[config.mk]
export PLATFORM = sky130hd
export DESIGN_NAME = motor_setpoint_ramp_can_framer_unit
export DESIGN_NICKNAME = d
export VERILOG_FILES = /design/src/sv/mscf_pkg.sv /design/src/sv/motor_setpoint_ramp_can_framer_unit.sv /design/src/sv/mscf_ram.sv /design/src/sv/mscf_cfg.sv /design/src/sv/mscf_ramp.sv /design/src/sv/mscf_fifo.sv
export SDC_FILE = /design/constraint.sdc
export NUM_CORES = 2
export LEC_CHECK = 0
export ABC_AREA = 1
export BUFFER_PORTS_ARGS = -buffer_cell sky130_fd_sc_hd__buf_2
export CAP_MARGIN = 10
export CORE_ASPECT_RATIO = 1.75
export CORE_MARGIN = 2
export CORE_UTILIZATION = 50
export CTS_CLUSTER_SIZE = 14
export DETAILED_ROUTE_END_ITERATION = 7
export MAX_ROUTING_LAYER = met4
export PLACE_DENSITY = 0.8
export SLEW_MARGIN = 0
export SYNTH_ARGS = -nofsm -noshare
export SYNTH_HDL_FRONTEND = slang
export SYNTH_SLANG_ARGS = --single-unit
[constraint.sdc]
create_clock -name i_clk -period 6.1 [get_ports i_clk]
set_clock_uncertainty 0.05 [all_clocks]
set_input_delay 0.915 -clock i_clk [delete_from_list [all_inputs] [get_ports i_clk]]
set_output_delay 0.915 -clock i_clk [all_outputs]
set_load 0.01 [all_outputs]
[src/sv/mscf_pkg.sv]
`default_nettype none
package mscf_pkg;

    localparam int MOTORS        = 4;
    localparam int SETPOINT_BITS = 16;
    localparam int FRAC_BITS     = SETPOINT_BITS - 1;
    localparam int MOTOR_IDX_W   = (MOTORS > 1) ? $clog2(MOTORS) : 1;
    localparam int NODE_REGS     = 4;

    localparam int MODE_W    = 2;
    localparam int STEP_W    = 16;
    localparam int SCALE_W   = 24;
    localparam int NODE_W    = 9;
    localparam int TARGET_W  = 16;
    localparam int OUT_IDX_W = 2;
    localparam int ID_W      = 29;
    localparam int PAYLOAD_W = 32;
    localparam int CMD_W     = 2;
    localparam int BYTE_W    = 8;

    localparam int MAG_W  = FRAC_BITS;
    localparam int PROD_W = MAG_W + SCALE_W;
    localparam int RAMP_W = ((SETPOINT_BITS > STEP_W) ? SETPOINT_BITS : STEP_W) + 2;

    localparam int FIFO_DEPTH = 2 * MOTORS;
    localparam int FIFO_PTR_W = $clog2(FIFO_DEPTH);
    localparam int FIFO_CNT_W = $clog2(FIFO_DEPTH + 1);

    localparam int PADDR_W = 5;
    localparam int PDATA_W = 32;

    typedef logic signed [SETPOINT_BITS-1:0] t_sp;

    localparam logic signed [31:0] FULL_SCALE = 32'((1 << FRAC_BITS) - 1);

    typedef enum logic [2:0] {
        REG_MODE,
        REG_STEP,
        REG_SCALE,
        REG_NODE0,
        REG_NODE1,
        REG_NODE2,
        REG_NODE3
    } t_reg_idx;

    localparam logic [MODE_W-1:0] MODE_DUTY    = 2'd0;
    localparam logic [MODE_W-1:0] MODE_ERPM    = 2'd1;
    localparam logic [MODE_W-1:0] MODE_CURRENT = 2'd2;

    localparam logic [CMD_W-1:0] CMD_DUTY    = 2'd0;
    localparam logic [CMD_W-1:0] CMD_CURRENT = 2'd1;
    localparam logic [CMD_W-1:0] CMD_ERPM    = 2'd3;

    typedef enum logic {
        SEQ_IDLE,
        SEQ_SWEEP
    } t_seq;

    typedef struct packed {
        logic [MODE_W-1:0]                   drive_mode;
        logic [STEP_W-1:0]                   step_limit;
        logic [SCALE_W-1:0]                  command_scale;
        logic [NODE_REGS-1:0][NODE_W-1:0]    node_id;
    } t_cfg;

    typedef struct packed {
        logic [OUT_IDX_W-1:0]        motor_index;
        logic [ID_W-1:0]             frame_id;
        logic signed [PAYLOAD_W-1:0] payload;
        logic                        last;
    } t_frame;

    function automatic logic [CMD_W-1:0] mode_code(input logic [MODE_W-1:0] mode);
        logic [CMD_W-1:0] code;
        case (mode)
            MODE_ERPM:    code = CMD_ERPM;
            MODE_CURRENT: code = CMD_CURRENT;
            default:      code = CMD_DUTY;
        endcase
        return code;
    endfunction

    function automatic logic node_en(input t_cfg cfg, input logic [MOTOR_IDX_W-1:0] idx);
        logic en;
        en = 1'b0;
        for (int i = 0; i < NODE_REGS; i++) begin
            if (int'(idx) == i) begin
                en = !cfg.node_id[i][NODE_W-1];
            end
        end
        return en;
    endfunction

    function automatic logic [BYTE_W-1:0] node_byte(input t_cfg cfg,
                                                    input logic [MOTOR_IDX_W-1:0] idx);
        logic [BYTE_W-1:0] b;
        b = '0;
        for (int i = 0; i < NODE_REGS; i++) begin
            if (int'(idx) == i) begin
                b = cfg.node_id[i][BYTE_W-1:0];
            end
        end
        return b;
    endfunction

    // no enabled node above idx
    function automatic logic frame_last(input t_cfg cfg, input logic [MOTOR_IDX_W-1:0] idx);
        logic lst;
        lst = 1'b1;
        for (int i = 0; i < NODE_REGS; i++) begin
            if (i > int'(idx) && i < MOTORS && !cfg.node_id[i][NODE_W-1]) begin
                lst = 1'b0;
            end
        end
        return lst;
    endfunction

endpackage
`default_nettype wire

[src/sv/motor_setpoint_ramp_can_framer_unit.sv]
// Slew-rate limited setpoints and command framing for four motors. A store beat (op 0)
// saturates its target to +/- full scale and writes the target memory and gives no frame.
// A tick beat (op 1) sweeps the motors in order, one memory read per cycle, and each
// motor then passes a ramp stage (setpoint write-back), a multiply stage and a framing
// stage, so a tick holds the input until its last motor has left the framing stage.
// Frames of enabled nodes land in an 8-deep output queue; input ready also needs room
// there for a full tick (at most 4 frames pending). Targets and setpoints reset to zero
// through per-entry valid bits, so no clearing pass follows reset. Registers sit at byte
// addresses 4*i on the APB port.
`default_nettype none
module motor_setpoint_ramp_can_framer_unit (
    input  wire logic                                 i_clk,
    input  wire logic                                 i_rst_n,
    input  wire logic                                 psel,
    input  wire logic                                 penable,
    input  wire logic                                 pwrite,
    input  wire logic [mscf_pkg::PADDR_W-1:0]         paddr,
    input  wire logic [mscf_pkg::PDATA_W-1:0]         pwdata,
    output logic      [mscf_pkg::PDATA_W-1:0]         prdata,
    output logic                                      pready,
    input  wire logic                                 i_valid,
    output logic                                      o_ready,
    input  wire logic                                 i_op,
    input  wire logic [1:0]                           i_motor,
    input  wire logic signed [mscf_pkg::TARGET_W-1:0] i_target,
    output logic                                      o_valid,
    input  wire logic                                 i_ready,
    output logic [mscf_pkg::OUT_IDX_W-1:0]            o_motor_index,
    output logic [mscf_pkg::ID_W-1:0]                 o_frame_id,
    output logic signed [mscf_pkg::PAYLOAD_W-1:0]     o_payload,
    output logic                                      o_last
);
    import mscf_pkg::*;

    t_cfg                  w_cfg;
    logic                  w_push;
    t_frame                w_frame_in;
    t_frame                w_frame_out;
    logic [FIFO_CNT_W-1:0] w_cnt;

    mscf_cfg u_cfg (
        .i_clk   (i_clk),
        .i_rst_n (i_rst_n),
        .psel    (psel),
        .penable (penable),
        .pwrite  (pwrite),
        .paddr   (paddr),
        .pwdata  (pwdata),
        .prdata  (prdata),
        .pready  (pready),
        .o_cfg   (w_cfg)
    );

    mscf_ramp u_ramp (
        .i_clk      (i_clk),
        .i_rst_n    (i_rst_n),
        .i_valid    (i_valid),
        .o_ready    (o_ready),
        .i_op       (i_op),
        .i_motor    (i_motor),
        .i_target   (i_target),
        .i_cfg      (w_cfg),
        .i_fifo_cnt (w_cnt),
        .o_push     (w_push),
        .o_frame    (w_frame_in)
    );

    mscf_fifo u_fifo (
        .i_clk   (i_clk),
        .i_rst_n (i_rst_n),
        .i_push  (w_push),
        .i_frame (w_frame_in),
        .o_valid (o_valid),
        .i_ready (i_ready),
        .o_frame (w_frame_out),
        .o_cnt   (w_cnt)
    );

    assign o_motor_index = w_frame_out.motor_index;
    assign o_frame_id    = w_frame_out.frame_id;
    assign o_payload     = w_frame_out.payload;
    assign o_last        = w_frame_out.last;

endmodule
`default_nettype wire

[src/sv/mscf_ram.sv]
`default_nettype none
module mscf_ram #(
    parameter int DEPTH = 4,
    parameter int WIDTH = 16
) (
    input  wire logic                                    i_clk,
    input  wire logic                                    i_rst_n,
    input  wire logic                                    i_we,
    input  wire logic [((DEPTH > 1) ? $clog2(DEPTH) : 1)-1:0] i_waddr,
    input  wire logic [WIDTH-1:0]                        i_wdata,
    input  wire logic [((DEPTH > 1) ? $clog2(DEPTH) : 1)-1:0] i_raddr,
    output logic      [WIDTH-1:0]                        o_rdata
);

    logic [WIDTH-1:0] r_mem [DEPTH];
    logic [DEPTH-1:0] r_vld;
    logic [WIDTH-1:0] r_rdata;

    // unwritten entries read as zero
    always_ff @(posedge i_clk) begin
        if (!i_rst_n) begin
            r_vld <= '0;
        end else if (i_we) begin
            r_vld[i_waddr] <= 1'b1;
        end
    end

    always_ff @(posedge i_clk) begin
        if (i_we) begin
            r_mem[i_waddr] <= i_wdata;
        end
        r_rdata <= r_vld[i_raddr] ? r_mem[i_raddr] : '0;
    end

    assign o_rdata = r_rdata;

endmodule
`default_nettype wire

[src/sv/mscf_cfg.sv]
`default_nettype none
module mscf_cfg (
    input  wire logic                         i_clk,
    input  wire logic                         i_rst_n,
    input  wire logic                         psel,
    input  wire logic                         penable,
    input  wire logic                         pwrite,
    input  wire logic [mscf_pkg::PADDR_W-1:0] paddr,
    input  wire logic [mscf_pkg::PDATA_W-1:0] pwdata,
    output logic      [mscf_pkg::PDATA_W-1:0] prdata,
    output logic                              pready,
    output mscf_pkg::t_cfg                    o_cfg
);
    import mscf_pkg::*;

    t_cfg     r_cfg;
    t_cfg     n_cfg;
    t_reg_idx w_idx;
    logic     w_wr;

    assign w_idx  = t_reg_idx'(paddr[PADDR_W-1:2]);
    assign w_wr   = psel && penable && pwrite;
    assign pready = 1'b1;

    always_comb begin
        n_cfg = r_cfg;
        if (w_wr) begin
            case (w_idx)
                REG_MODE:  n_cfg.drive_mode    = pwdata[MODE_W-1:0];
                REG_STEP:  n_cfg.step_limit    = pwdata[STEP_W-1:0];
                REG_SCALE: n_cfg.command_scale = pwdata[SCALE_W-1:0];
                REG_NODE0: n_cfg.node_id[0]    = pwdata[NODE_W-1:0];
                REG_NODE1: n_cfg.node_id[1]    = pwdata[NODE_W-1:0];
                REG_NODE2: n_cfg.node_id[2]    = pwdata[NODE_W-1:0];
                REG_NODE3: n_cfg.node_id[3]    = pwdata[NODE_W-1:0];
                default:   n_cfg = r_cfg;
            endcase
        end
    end

    always_ff @(posedge i_clk) begin
        if (!i_rst_n) begin
            r_cfg.drive_mode    <= MODE_DUTY;
            r_cfg.step_limit    <= 16'd3277;
            r_cfg.command_scale <= 24'd35000;
            r_cfg.node_id[0]    <= 9'd53;
            r_cfg.node_id[1]    <= 9'd44;
            r_cfg.node_id[2]    <= '1;
            r_cfg.node_id[3]    <= '1;
        end else begin
            r_cfg <= n_cfg;
        end
    end

    always_comb begin
        case (w_idx)
            REG_MODE:  prdata = {{(PDATA_W-MODE_W){1'b0}}, r_cfg.drive_mode};
            REG_STEP:  prdata = {{(PDATA_W-STEP_W){1'b0}}, r_cfg.step_limit};
            REG_SCALE: prdata = {{(PDATA_W-SCALE_W){1'b0}}, r_cfg.command_scale};
            REG_NODE0: prdata = {{(PDATA_W-NODE_W){r_cfg.node_id[0][NODE_W-1]}},
                                 r_cfg.node_id[0]};
            REG_NODE1: prdata = {{(PDATA_W-NODE_W){r_cfg.node_id[1][NODE_W-1]}},
                                 r_cfg.node_id[1]};
            REG_NODE2: prdata = {{(PDATA_W-NODE_W){r_cfg.node_id[2][NODE_W-1]}},
                                 r_cfg.node_id[2]};
            REG_NODE3: prdata = {{(PDATA_W-NODE_W){r_cfg.node_id[3][NODE_W-1]}},
                                 r_cfg.node_id[3]};
            default:   prdata = '0;
        endcase
    end

    assign o_cfg = r_cfg;

endmodule
`default_nettype wire

[src/sv/mscf_ramp.sv]
`default_nettype none
module mscf_ramp (
    input  wire logic                                 i_clk,
    input  wire logic                                 i_rst_n,
    input  wire logic                                 i_valid,
    output logic                                      o_ready,
    input  wire logic                                 i_op,
    input  wire logic [1:0]                           i_motor,
    input  wire logic signed [mscf_pkg::TARGET_W-1:0] i_target,
    input  mscf_pkg::t_cfg                            i_cfg,
    input  wire logic [mscf_pkg::FIFO_CNT_W-1:0]      i_fifo_cnt,
    output logic                                      o_push,
    output mscf_pkg::t_frame                          o_frame
);
    import mscf_pkg::*;

    t_seq                     r_state;
    t_seq                     n_state;
    logic [MOTOR_IDX_W-1:0]   r_addr;
    logic [MOTOR_IDX_W-1:0]   n_addr;

    logic                     r_s1_vld;
    logic [MOTOR_IDX_W-1:0]   r_s1_idx;
    logic                     r_s2_vld;
    logic [MOTOR_IDX_W-1:0]   r_s2_idx;
    t_sp                      r_s2_sp;
    logic                     r_s3_vld;
    logic [MOTOR_IDX_W-1:0]   r_s3_idx;
    logic                     r_s3_neg;
    logic [PROD_W-1:0]        r_s3_prod;

    logic                     w_acc;
    logic                     w_busy;
    logic                     w_tgt_we;
    logic signed [31:0]       w_tgt_ext;
    logic signed [31:0]       w_tgt_clamp;
    t_sp                      w_tgt_sat;
    t_sp                      w_cur;
    t_sp                      w_tgt;
    logic signed [RAMP_W-1:0] w_cur_x;
    logic signed [RAMP_W-1:0] w_tgt_x;
    logic signed [RAMP_W-1:0] w_step_x;
    logic signed [RAMP_W-1:0] w_sum;
    logic signed [RAMP_W-1:0] w_new_x;
    t_sp                      w_new;
    logic [MAG_W-1:0]         w_mag;
    logic [SCALE_W-1:0]       w_q;
    logic [PAYLOAD_W-1:0]     w_q_ext;

    assign w_busy  = r_s1_vld || r_s2_vld || r_s3_vld;
    assign o_ready = (r_state == SEQ_IDLE) && !w_busy
                     && (i_fifo_cnt <= FIFO_CNT_W'(FIFO_DEPTH - MOTORS));
    assign w_acc   = i_valid && o_ready;

    always_comb begin
        n_state = r_state;
        n_addr  = r_addr;
        case (r_state)
            SEQ_IDLE: begin
                if (w_acc && i_op) begin
                    n_state = SEQ_SWEEP;
                    n_addr  = '0;
                end
            end
            SEQ_SWEEP: begin
                if (r_addr == MOTOR_IDX_W'(MOTORS - 1)) begin
                    n_state = SEQ_IDLE;
                end else begin
                    n_addr = r_addr + 1'b1;
                end
            end
            default: n_state = SEQ_IDLE;
        endcase
    end

    always_ff @(posedge i_clk) begin
        if (!i_rst_n) begin
            r_state <= SEQ_IDLE;
            r_addr  <= '0;
        end else begin
            r_state <= n_state;
            r_addr  <= n_addr;
        end
    end

    // target store path
    assign w_tgt_ext = {{(32-TARGET_W){i_target[TARGET_W-1]}}, i_target};
    always_comb begin
        if (w_tgt_ext > FULL_SCALE) begin
            w_tgt_clamp = FULL_SCALE;
        end else if (w_tgt_ext < -FULL_SCALE) begin
            w_tgt_clamp = -FULL_SCALE;
        end else begin
            w_tgt_clamp = w_tgt_ext;
        end
    end
    assign w_tgt_sat = t_sp'(w_tgt_clamp[SETPOINT_BITS-1:0]);
    assign w_tgt_we  = w_acc && !i_op && (int'(i_motor) < MOTORS);

    mscf_ram #(.DEPTH(MOTORS), .WIDTH(SETPOINT_BITS)) u_tgt_ram (
        .i_clk   (i_clk),
        .i_rst_n (i_rst_n),
        .i_we    (w_tgt_we),
        .i_waddr (MOTOR_IDX_W'(i_motor)),
        .i_wdata (w_tgt_sat),
        .i_raddr (r_addr),
        .o_rdata (w_tgt)
    );

    mscf_ram #(.DEPTH(MOTORS), .WIDTH(SETPOINT_BITS)) u_sp_ram (
        .i_clk   (i_clk),
        .i_rst_n (i_rst_n),
        .i_we    (r_s1_vld),
        .i_waddr (r_s1_idx),
        .i_wdata (w_new),
        .i_raddr (r_addr),
        .o_rdata (w_cur)
    );

    // ramp toward target, no overshoot
    assign w_cur_x  = RAMP_W'(w_cur);
    assign w_tgt_x  = RAMP_W'(w_tgt);
    assign w_step_x = $signed({{(RAMP_W-STEP_W){1'b0}}, i_cfg.step_limit});

    always_comb begin
        if (w_cur_x < w_tgt_x) begin
            w_sum   = w_cur_x + w_step_x;
            w_new_x = (w_sum < w_tgt_x) ? w_sum : w_tgt_x;
        end else if (w_cur_x > w_tgt_x) begin
            w_sum   = w_cur_x - w_step_x;
            w_new_x = (w_sum > w_tgt_x) ? w_sum : w_tgt_x;
        end else begin
            w_sum   = w_cur_x;
            w_new_x = w_cur_x;
        end
    end
    assign w_new = t_sp'(w_new_x[SETPOINT_BITS-1:0]);

    assign w_mag = r_s2_sp[SETPOINT_BITS-1] ? MAG_W'(-r_s2_sp) : MAG_W'(r_s2_sp);

    always_ff @(posedge i_clk) begin
        if (!i_rst_n) begin
            r_s1_vld <= 1'b0;
            r_s2_vld <= 1'b0;
            r_s3_vld <= 1'b0;
        end else begin
            r_s1_vld <= (r_state == SEQ_SWEEP);
            r_s2_vld <= r_s1_vld;
            r_s3_vld <= r_s2_vld;
        end
    end

    always_ff @(posedge i_clk) begin
        r_s1_idx  <= r_addr;
        r_s2_idx  <= r_s1_idx;
        r_s2_sp   <= w_new;
        r_s3_idx  <= r_s2_idx;
        r_s3_neg  <= r_s2_sp[SETPOINT_BITS-1];
        r_s3_prod <= PROD_W'(w_mag) * PROD_W'(i_cfg.command_scale);
    end

    // shift out fraction, reapply sign (truncates toward zero)
    assign w_q     = r_s3_prod[PROD_W-1:FRAC_BITS];
    assign w_q_ext = {{(PAYLOAD_W-SCALE_W){1'b0}}, w_q};

    assign o_push = r_s3_vld && node_en(i_cfg, r_s3_idx);

    always_comb begin
        o_frame.motor_index = OUT_IDX_W'(r_s3_idx);
        o_frame.frame_id    = {{(ID_W-CMD_W-BYTE_W){1'b0}},
                               mode_code(i_cfg.drive_mode),
                               node_byte(i_cfg, r_s3_idx)};
        o_frame.payload     = r_s3_neg ? $signed(-w_q_ext) : $signed(w_q_ext);
        o_frame.last        = frame_last(i_cfg, r_s3_idx);
    end

endmodule
`default_nettype wire

[src/sv/mscf_fifo.sv]
`default_nettype none
module mscf_fifo (
    input  wire logic                            i_clk,
    input  wire logic                            i_rst_n,
    input  wire logic                            i_push,
    input  mscf_pkg::t_frame                     i_frame,
    output logic                                 o_valid,
    input  wire logic                            i_ready,
    output mscf_pkg::t_frame                     o_frame,
    output logic [mscf_pkg::FIFO_CNT_W-1:0]      o_cnt
);
    import mscf_pkg::*;

    t_frame                r_buf [FIFO_DEPTH];
    logic [FIFO_PTR_W-1:0] r_wptr;
    logic [FIFO_PTR_W-1:0] r_rptr;
    logic [FIFO_CNT_W-1:0] r_cnt;
    logic                  w_pop;

    assign o_valid = (r_cnt != '0);
    assign w_pop   = o_valid && i_ready;
    assign o_frame = r_buf[r_rptr];
    assign o_cnt   = r_cnt;

    always_ff @(posedge i_clk) begin
        if (i_push) begin
            r_buf[r_wptr] <= i_frame;
        end
    end

    always_ff @(posedge i_clk) begin
        if (!i_rst_n) begin
            r_wptr <= '0;
            r_rptr <= '0;
            r_cnt  <= '0;
        end else begin
            if (i_push) begin
                r_wptr <= r_wptr + 1'b1;
            end
            if (w_pop) begin
                r_rptr <= r_rptr + 1'b1;
            end
            case ({i_push, w_pop})
                2'b10:   r_cnt <= r_cnt + 1'b1;
                2'b01:   r_cnt <= r_cnt - 1'b1;
                default: r_cnt <= r_cnt;
            endcase
        end
    end

endmodule
`default_nettype wire

==> impl_metrics.xml <==
<?xml version="1.0" encoding="UTF-8"?>
<metrics>
  <group name="placement">
    <metric name="buffer_ports.inserted" unit="">131</metric>
    <metric name="globalplace.congestion" unit="">1.02</metric>
    <metric name="place.detailed.hpwl" unit="microns">90000</metric>
  </group>
  <group name="timing">
    <metric name="final.min_clock_period" unit="ns">6.83</metric>
    <metric name="rsz0062_at_grt" unit="">true</metric>
    <metric name="final-hold-violation-count" unit="">0</metric>
    <metric name="timing.slew.headroom" unit="%">21.6</metric>
    <metric name="finalSetupViolations" unit="">24</metric>
    <metric name="report.final.slew_viol_count" unit="">0</metric>
    <metric name="max_slew.worst_pin.slew" unit="ns">1.17</metric>
    <metric name="totalNegativeSetupSlack" unit="ns">-13.14</metric>
    <metric name="postLayoutSetupSlackWorst" unit="ns">-0.726</metric>
    <metric name="fmax" unit="MHz">146</metric>
    <metric name="period_share" unit="%">112</metric>
  </group>
  <group name="setup_path">
    <metric name="end_kind" unit="">flip-flop</metric>
    <metric name="worst_ep_required_time" unit="ns">6.62</metric>
    <metric name="worstSetupStartpointType" unit="">flip-flop</metric>
    <metric name="cpMaxStageDelayCell" unit="">fa_1</metric>
    <metric name="critical-path-max-stage-delay" unit="ns">0.55</metric>
    <metric name="worst_setup_path_category" unit="">flip-flop to flip-flop</metric>
    <metric name="crit_path_max_fanout" unit="">5</metric>
    <metric name="critical-path-top-cell-by-count" unit="">fa_1</metric>
    <metric name="critical_path_arrival" unit="ns">7.34</metric>
  </group>
  <group name="yosys">
    <metric name="synthesis.area_per_instance" unit="sq um">9.21</metric>
    <metric name="post_synthesis_compound_gate_area_fraction" unit="%">10.1</metric>
    <metric name="number_of_instances_in_the_synthesized_netlist" unit="">4508</metric>
    <metric name="synth_seq_area_share" unit="%">44.2</metric>
    <metric name="post_synth_fa_ha_maj_area_fraction" unit="%">19.6</metric>
    <metric name="muxShareOfSynthArea" unit="%">0</metric>
    <metric name="synth_top_family_by_area" unit="">adder cells</metric>
    <metric name="synth_async_sr_flop_share" unit="%">0</metric>
    <metric name="synth_enable_flop_cells" unit="">488</metric>
    <metric name="synth_top_cells_by_area" unit="">edfxtp_1, fa_1, dfxtp_1, nor2_1, nand2_1</metric>
    <metric name="synthesis.yosys.warnings" unit="">0</metric>
    <metric name="synthTopCellsByCount" unit="">nor2_1, nand2_1, inv_1</metric>
    <metric name="synth-xor-area-share" unit="%">1.40</metric>
    <metric name="synth_area_leader_cell" unit="">edfxtp_1</metric>
    <metric name="synth-seq-cells" unit="">672</metric>
    <metric name="synth-simple-area-share" unit="%">16.5</metric>
    <metric name="yosysUniqueCellTypes" unit="">54</metric>
    <metric name="synth_ff_type" unit="">edfxtp_1</metric>
    <metric name="yosysTopAreaCellShare" unit="%">35.3</metric>
    <metric name="netlist_area" unit="sq um">41500</metric>
    <metric name="yosysMostFrequentCell" unit="">nor2_1</metric>
  </group>
  <group name="die">
    <metric name="floorplan.die.width" unit="microns">222</metric>
    <metric name="fp.dieH" unit="microns">385</metric>
    <metric name="floorplan.initialDensity" unit="%">50.6</metric>
    <metric name="core.rowCount" unit="">139</metric>
    <metric name="ioPinCount" unit="">162</metric>
    <metric name="floorplan.die_area" unit="sq um">85500</metric>
    <metric name="floorplan.core_area" unit="sq um">82100</metric>
  </group>
  <group name="clock_network">
    <metric name="clock_edge_transition_at_the_registers_on_the_reported_setup_and_hold_paths" unit="ns">0.07</metric>
    <metric name="number_of_buffers_added_to_fix_hold_violations_after_cts" unit="">0</metric>
    <metric name="clock_sink_count" unit="">672</metric>
    <metric name="cts_tree" unit="">built</metric>
    <metric name="tritoncts.num_buffers" unit="">61</metric>
    <metric name="worst_skew_pair.late_latency" unit="ns">0.69</metric>
    <metric name="clock_tree.root_cell" unit="">clkbuf_16</metric>
    <metric name="clockBufferDepth" unit="">3</metric>
    <metric name="h-tree-depth" unit="">2</metric>
  </group>
  <group name="drt">
    <metric name="routed_wire_length_per_instance" unit="microns">21.3</metric>
    <metric name="drtPass1Iterations" unit="">5</metric>
    <metric name="antenna_left" unit="">0</metric>
    <metric name="drt-total-wl" unit="microns">126000</metric>
    <metric name="avgViaCountPerCell" unit="">5.68</metric>
    <metric name="drc_errors" unit="">0</metric>
    <metric name="num_vias" unit="">33600</metric>
    <metric name="drt_iter0_drc" unit="">2973</metric>
  </group>
  <group name="global_routing">
    <metric name="antenna_found_initial" unit="">5</metric>
    <metric name="largest_net_degree_at_the_start_of_global_routing" unit="">181</metric>
    <metric name="via_count_of_the_first_global_routing_pass" unit="">33800</metric>
    <metric name="track_usage" unit="%">29.4</metric>
    <metric name="grt_pass1_wl" unit="microns">187000</metric>
    <metric name="overflow_after_grt" unit="">0</metric>
  </group>
  <group name="cells_and_area">
    <metric name="fraction_of_layout_cells_with_a_size_suffix_above_1" unit="%">16.6</metric>
    <metric name="num-fill-cells" unit="">6611</metric>
    <metric name="final_nets" unit="">5334</metric>
    <metric name="area.growth.synth_to_final" unit="%">16.8</metric>
  </group>
  <group name="hold_path">
    <metric name="timing.hold.worst.class" unit="">flip-flop to flip-flop</metric>
  </group>
  <group name="outcome">
    <metric name="failed_checks" unit="">negative setup slack</metric>
    <metric name="outcome" unit="">finished, violations left</metric>
  </group>
  <group name="flow_run">
    <metric name="maxCapViolCount" unit="">0</metric>
  </group>
</metrics>
==> per-layer routing <==
layer,global-route usage [%],wire length (microns),part of all wire (%)
met4,23.2,12500,9.9
met5,-,0,0
met2,52.1,63700,51
met1,29.1,41200,33
met3,4.03,8310,6.6
==> metrics by stage <==
stage               hold slack [ns]  util (%)  worst slack (ns)  std cells  instance area, sq um
finish                        0.278      59.1            -0.726       5906                 48500
global route                  0.287      59.1            -0.873       5904                 48500
CTS                           0.278      58.5            -0.356       5885                 48100
detailed placement            0.262      54.5            -0.487       5723                 44700
global placement              0.263      54.5            -0.432       5723                 44700
floorplan                     0.260         -           -0.0179       4526                 41700
==> registers in the layout, indices dropped and copies added (netlist names), named ones only <==
name	flops
u_ramp.u_tgt_ram.o_rdata	16
u_ramp.r_s1_vld	1
u_fifo.r_rptr	3
u_ramp.r_state	1
u_cfg.o_cfg	78
u_ramp.u_tgt_ram.r_vld	4
u_fifo.r_wptr	3
u_ramp.u_sp_ram.o_rdata	16
u_ramp.u_sp_ram.r_mem	64
u_ramp.u_sp_ram.r_vld	4
u_ramp.r_s3_neg	1
u_ramp.r_s3_idx	2
u_ramp.r_s1_idx	2
u_ramp.u_tgt_ram.r_mem	64
u_ramp.r_s2_vld	1
u_ramp.r_s3_prod	24
u_fifo.r_buf	360
u_fifo.o_cnt	4
u_ramp.r_s3_vld	1
u_ramp.r_addr	2
u_ramp.r_s2_sp	16
u_ramp.r_s2_idx	2
==> critical path, delay by kind of cell, from the launching register on <==
kind            cells  cell delay, ns
compound gates      1            0.16
xor+xnor            1            0.17
fa+ha+maj           8            3.57
buf+inv             7            0.61
flops               1            0.34
simple gates       14            1.79
==> placed cells by master, fill, tap and decap left out, types with 10 or more instances in the layout <==
master	count
clkbuf_1	24
xnor2_1	12
buf_12	23
o21ai_1	13
inv_2	35
nand2_1	669
buf_6	24
o22ai_1	86
buf_2	132
nand3_1	120
nand3_2	10
o221ai_1	11
a21oi_2	13
nor3_4	12
inv_1	600
clkbuf_16	61
nor2_4	39
fa_1	273
nand4_1	24
buf_4	229
o211ai_1	17
dfxtp_1	179
fa_2	13
nor2_2	23
a221oi_1	10
o21ai_0	339
conb_1	20
nand2_4	20
xor2_1	47
nor2_1	680
nor3_1	17
a31oi_1	46
ha_4	22
ha_1	169
edfxtp_1	488
nand2_2	41
a21oi_1	139
==> what timing repair did <==
| action | CTS | global route |
|---|---|---|
| cloned | 3 | 0 |
| buffers inserted | 45 | 16 |
| pin swaps | 80 | 75 |
| endpoints found under the setup margin | 24 | 24 |
| resized for setup | 239 | 91 |
==> worst paths after layout <==
| kind | depth (start not counted) | to | from | slack (ns) |
|---|---|---|---|---|
| min reg2reg | 0 | u_ramp.r_s3_idx[1] | u_ramp.r_s2_idx[1] | 0.28 |
| max | 31 | u_ramp.r_s3_prod[37] | u_ramp.r_s2_sp[0] | -0.73 |
| max reg2reg | 31 | u_ramp.r_s3_prod[37] | u_ramp.r_s2_sp[0] | -0.73 |
| min | 0 | u_ramp.r_s3_idx[1] | u_ramp.r_s2_idx[1] | 0.28 |
==> cells by family after synthesis <==
group                      count (synthesis)
and+or+nand+nor                         1682
buffers and inverters                    861
AOI/OAI and AO/OA                        747
DFF                                      672
adders and majority gates                480
xor gates and xnor gates                  64
other                                      2
==> cell type report <==
class,instances,area [sq um],area share [%]
diodes,7,17.5,0.0361
clock buffers,90,1690,3.47
clock inverters,24,293,0.604
inverters,649,2480,5.11
multi-input cells,2993,21200,43.6
flip-flops and latches,672,18300,37.8
well taps,1057,1320,2.73
repair buffers,413,3200,6.59
repair inverters,1,11.3,0.0232
Power is left out: the tool's default activity adds up to more than one toggle a clock period on the data nets, which glitch-free logic cannot reach.
